$ cat src/hw/rtl/lct_pkg.sv
// ---------------------------------------------------------------------------
// Lock contention tracker package
// Table sizes, record layouts, codes and the command and status groups that
// pass between the controller and the datapath.
// ---------------------------------------------------------------------------
package lct_pkg;

   localparam int THREAD_ENTRIES = 32;
   localparam int LOCK_ENTRIES   = 64;
   localparam int TIDX_W         = $clog2(THREAD_ENTRIES);
   localparam int LIDX_W         = $clog2(LOCK_ENTRIES);

   typedef logic [TIDX_W-1:0] tidx_type;
   typedef logic [LIDX_W-1:0] lidx_type;

   typedef enum logic [2:0] {
      ACT_LOCK_ENTER = 3'd0,
      ACT_LOCK_EXIT  = 3'd1,
      ACT_UNLOCK     = 3'd2,
      ACT_TRY_OK     = 3'd3,
      ACT_TRY_FAIL   = 3'd4,
      ACT_CLEAR      = 3'd5
   } action_type;

   typedef enum logic [1:0] {
      ST_APPLIED     = 2'd0,
      ST_NO_EFFECT   = 2'd1,
      ST_THREAD_FULL = 2'd2,
      ST_LOCK_FULL   = 2'd3
   } status_type;

   typedef enum logic [2:0] {
      S_IDLE,
      S_MATCH,
      S_ALLOC,
      S_FETCH,
      S_EXIT_FETCH,
      S_EXEC
   } state_type;

   typedef struct packed {
      logic        pending;
      logic        armed;
      lidx_type    pend_slot;
      logic [63:0] wait_begin;
      logic [63:0] wait_sum;
      logic [63:0] hold_sum;
      logic [31:0] contended;
      logic [31:0] acquired;
   } thread_rec_type;

   typedef struct packed {
      logic        holder_valid;
      tidx_type    holder_slot;
      logic [63:0] hold_begin;
      logic [63:0] wait_sum;
      logic [63:0] hold_sum;
      logic [31:0] contended;
      logic [31:0] acquired;
   } lock_rec_type;

   typedef struct packed {
      logic capture;
      logic match;
      logic alloc;
      logic fetch;
      logic exit_fetch;
      logic exec;
   } ctrl_cmd_type;

   typedef struct packed {
      logic exit_path;
      logic out_busy;
   } dp_stat_type;

   typedef struct packed {
      logic [1:0]  status;
      logic [63:0] wait_measured;
      logic [63:0] hold_measured;
      logic [63:0] thread_wait_sum;
      logic [63:0] thread_hold_sum;
      logic [31:0] thread_contended;
      logic [31:0] thread_acquired;
      logic [63:0] lock_wait_sum;
      logic [63:0] lock_hold_sum;
      logic [31:0] lock_contended;
      logic [31:0] lock_acquired;
      logic        lock_is_held;
   } resp_type;

   function automatic logic [63:0] sat_add64(input logic [63:0] a, input logic [63:0] b);
      logic [63:0] s;
      s = a + b;
      return (s < a) ? '1 : s;
   endfunction

   function automatic logic [31:0] sat_inc32(input logic [31:0] a);
      return (a == '1) ? a : a + 32'd1;
   endfunction

   // Lowest set bit wins.
   function automatic tidx_type enc_thread(input logic [THREAD_ENTRIES-1:0] vec);
      tidx_type r;
      r = '0;
      for (int i = THREAD_ENTRIES - 1; i >= 0; i--) begin
         if (vec[i]) r = TIDX_W'(i);
      end
      return r;
   endfunction

   function automatic lidx_type enc_lock(input logic [LOCK_ENTRIES-1:0] vec);
      lidx_type r;
      r = '0;
      for (int i = LOCK_ENTRIES - 1; i >= 0; i--) begin
         if (vec[i]) r = LIDX_W'(i);
      end
      return r;
   endfunction

endpackage

$ cat src/hw/rtl/lct_controller.sv
// ---------------------------------------------------------------------------
// Lock contention tracker controller
// Sequences one event through match, allocation, fetch, exit fetch where needed, and execute steps.
// ---------------------------------------------------------------------------
module lct_controller (
   input  logic                 clock,
   input  logic                 reset,
   input  logic                 req_valid,
   output logic                 req_ready,
   input  lct_pkg::dp_stat_type stat,
   output lct_pkg::ctrl_cmd_type cmd
);
   import lct_pkg::*;

   state_type state_ff, state_in;

   always_ff @(posedge clock) begin
      if (reset) state_ff <= S_IDLE;
      else       state_ff <= state_in;
   end

   always_comb begin
      state_in = state_ff;
      unique case (state_ff)
         S_IDLE:       if (req_valid) state_in = S_MATCH;
         S_MATCH:      state_in = S_ALLOC;
         S_ALLOC:      state_in = S_FETCH;
         S_FETCH:      state_in = stat.exit_path ? S_EXIT_FETCH : S_EXEC;
         S_EXIT_FETCH: state_in = S_EXEC;
         S_EXEC:       if (!stat.out_busy) state_in = S_IDLE;
         default:      state_in = S_IDLE;
      endcase
   end

   always_comb begin
      cmd       = '0;
      req_ready = 1'b0;
      unique case (state_ff)
         S_IDLE: begin
            req_ready   = 1'b1;
            cmd.capture = req_valid;
         end
         S_MATCH:      cmd.match      = 1'b1;
         S_ALLOC:      cmd.alloc      = 1'b1;
         S_FETCH:      cmd.fetch      = 1'b1;
         S_EXIT_FETCH: cmd.exit_fetch = 1'b1;
         S_EXEC:       cmd.exec       = !stat.out_busy;
         default:      cmd            = '0;
      endcase
   end
endmodule

$ cat config.mk
export PLATFORM = sky130hd
export DESIGN_NAME = lct_controller
export DESIGN_NICKNAME = d
export VERILOG_FILES = /design/src/hw/rtl/lct_pkg.sv /design/src/hw/rtl/lct_controller.sv
export SDC_FILE = /design/constraint.sdc
export NUM_CORES = 1
export LEC_CHECK = 0
export BUFFER_PORTS_ARGS = -buffer_cell sky130_fd_sc_hd__buf_2
export CAP_MARGIN = 20
export CELL_PAD_IN_SITES_DETAIL_PLACEMENT = 0
export CELL_PAD_IN_SITES_GLOBAL_PLACEMENT = 1
export CORE_AREA = 2 2 39 41
export DETAILED_ROUTE_END_ITERATION = 12
export DIE_AREA = 0 0 41 43
export GPL_TIMING_DRIVEN = 0
export HOLD_SLACK_MARGIN = 0.06
export PLACE_DENSITY = 0.43
export RECOVER_POWER = 25
export SLEW_MARGIN = 10
export SYNTH_ARGS = -nofsm -noshare
export SYNTH_HDL_FRONTEND = slang
export SYNTH_SLANG_ARGS = --single-unit
$ cat constraint.sdc
create_clock -name clock -period 1.1 [get_ports clock]
set_input_delay 0.055 -clock clock [delete_from_list [all_inputs] [get_ports clock]]
set_output_delay 0.055 -clock clock [all_outputs]
set_load 0.05 [all_outputs]
==> results.json <==
{
  "yosys.area_share.adder_pct": 0,
  "peakVddDrop_uv": 745.7,
  "dieArea_um2": 1763,
  "rsz0062_at_grt": "yes",
  "vias": 247,
  "status": "finished, violations left",
  "avgSynthCellArea_um2": 7.796,
  "synth_top_cell_by_area": "dfxtp_1",
  "drive_gt1_share_pct": 70.21,
  "crit_path_end_kind": "output pin",
  "slew_headroom_pct": 89.13,
  "fmax_mhz": 826.8,
  "synth-seq-cells": 3,
  "drt_wl_total_um": 607,
  "use_met1_pct": 11.25,
  "setup_viol_count_final": 5,
  "use_met2_pct": 10.94,
  "grtUsageTotal_pct": 8.635,
  "top_register": "state_ff",
  "total_power_mw": 1.045,
  "crit_fanout": 8,
  "die_h_um": 43,
  "r2r_cells": 6,
  "fp-row-count": 14,
  "grt_pass1_vias": 240,
  "critPathTopFamily": "buffers and inverters",
  "finalNetCount": 53,
  "hold_viol_final": 0,
  "violations": "setup timing",
  "utilization_pct": 32.82,
  "nFillCells": 151,
  "area_growth_pct": 124.1,
  "drtPass1Iterations": 2,
  "core_region_area_um2": 1384,
  "yosysWarnings": 0,
  "critPathMaxStageDelay_ns": 0.29,
  "syn_area_um2": 202.7,
  "synthTopCellsByArea": "dfxtp_1, nor3_2, a21oi_1",
  "antenna_left": 0,
  "clock-sinks": 3,
  "largest_reg_flops": 3,
  "path_class": "register to output pin",
  "place_congestion": 0.6226,
  "crit_top_cell": "buf_6",
  "synth-main-ff-cell": "dfxtp_1",
  "diodes": 0,
  "cts_buffer_depth": 2,
  "final-seq-area_um2": 65.06,
  "grt_pass1_wl_mm": 1.007,
  "worstMarginPinSlew_ns": 0.1619,
  "min_from": "req_valid",
  "vias_per_cell": 3.921,
  "regToRegSetupSlack_ns": 0,
  "grt_max_degree": 9,
  "synth.mux.area_fraction_pct": 0,
  "period_share_pct": 110.0,
  "maxCapViolCount": 0,
  "leakagePower_nw": 0.2016,
  "reg_top3": "state_ff (3)",
  "numPortBuffers": 11,
  "synthArstFlopShare_pct": 0,
  "start_util_pct": 14.65,
  "critPathSlowestCell": "dfxtp_1",
  "ios": 12,
  "synth_top_cell_area_share_pct": 29.63,
  "die_x_um": 41,
  "cts_root_buf": "clkbuf_4",
  "cts.reportedPaths.clkPinSlew_ns": 0.04,
  "cp.arrival_ns": 1.15,
  "crit_chain": "buf_6, buf_4, nor3_4, buf_6",
  "instances_no_fill": 63,
  "min_delay_path_depth": 4,
  "clk_latency_ns": 0.23,
  "synth_top_family_by_area": "simple AND/OR/NAND/NOR gates",
  "fin_tns_setup_ns": -0.2826,
  "cp.required_ns": 1.04,
  "critPathLaunchType": "register",
  "overflow": 0,
  "grt_antenna_before_repair": 0,
  "multi_input_area_um2": 155.1,
  "whs_endpoint": "state_ff[0]$_SDFFE_PP0P_",
  "yosys.area_share.simple_pct": 38.89,
  "r2r-start": "state_ff[2]$_SDFFE_PP0P_",
  "grt_util_met3_pct": 5.236,
  "period_minus_slack_ns": 1.209,
  "post-dp-hpwl_um": 383.7,
  "yosysSeqAreaShare_pct": 29.63,
  "synthXorXnorAreaFrac_pct": 4.321,
  "synthesis.nets": 31,
  "cts_made_buffers": 3,
  "skew_ns": 0.003863,
  "drt_iter0_drc": 2,
  "synth_common_cells": "a21oi_1, dfxtp_1, nor2_1",
  "power_density_nw_per_um2": 2301,
  "hold_path.class": "primary input to register",
  "r2r_end": "state_ff[0]$_SDFFE_PP0P_",
  "dp.cells": 53,
  "setup_slack_ns": -0.1095,
  "synth_edf_count": 0,
  "netlist_instances": 26,
  "drcViolationCount": 0,
  "h-tree-depth": 1,
  "routedWlPerCell_um": 9.635,
  "synth-compound-area-share_pct": 14.20,
  "grt_most_used_layer": "met1",
  "synth_cell_type_count": 16,
  "cts_tree": "yes",
  "drv_slew": 0,
  "crit_buf_inv": 3
}
## stage by stage
step                      setup WS [ns]  area (um^2)  hold slack, ns
after global placement         -0.04098        306.5          0.2675
after global routing            -0.1510        454.2          0.1704
after floorplan                 -0.2123        231.5          0.1259
after detailed placement       -0.04382        306.5          0.2722
after CTS                      -0.09386        427.9          0.1565
final                           -0.1095        454.2          0.1606
## placed cells by master (no fill, tap or decap), types with 2 or more instances in the layout
cell and n:
a21oi_1 3, nor2_2 2, buf_4 4, buf_8 3, buf_2 5, nor3_4 2, nand2_1 2, clkbuf_4 3
buf_6 6
## what timing repair did
item	4_1_cts	5_1_grt
endpoints found under the setup margin	7	8
pin swaps	1	1
hold endpoints to repair	2	0
gates resized for setup	19	5
hold buffers	1	0
cloned	1	0
setup buffers	3	1
## report_power, final
group / switching, mW / internal [mW]
Combinational: 0.364 / 0.306
Sequential: 0.0422 / 0.142
Clock: 0.0544 / 0.136
## layout make-up
cell class                 instances  area share [%]
clock buffer                       4           5.785
sequential                         3           14.33
tap                               16           4.408
timing repair buffer              17           34.16
inverter                           2           2.204
buffer                             2           4.959
multi-input combinational         19           34.16
## worst max path at each step
stage	from	endpoint	slack [ns]	cells past startpoint
after global routing	state_ff[2]$_SDFFE_PP0P_	cmd[3]	-0.15	4
after floorplan	state_ff[2]$_SDFFE_PP0P_	cmd[5]	-0.21	3
after detailed placement	state_ff[1]$_SDFFE_PP0P_	cmd[3]	-0.04	3
final	state_ff[2]$_SDFFE_PP0P_	cmd[3]	-0.11	4
after global placement	state_ff[1]$_SDFFE_PP0P_	cmd[3]	-0.04	3
after CTS	state_ff[2]$_SDFFE_PP0P_	cmd[5]	-0.09	4
## cell families (layout without fill, tap and decap cells)
group / Yosys count / after routing
and+or+nand+nor: 13 / 13
AOI/OAI and AO/OA: 5 / 5
buffers and inverters: 4 / 25
DFF: 3 / 3
xor gates and xnor gates: 1 / 1
## tightest hold or removal path, delay by kind of cell
kind	cells	cell delay, ns
compound gates	2	0.15
buf+inv	2	0.15
## routing by layer
layer	part of all wire [%]	vias up
met2	48	10
met5	0	-
met1	46	111
met4	0	0
li1	-	126
met3	5.8	0
(Power assumes the default switching activity.)
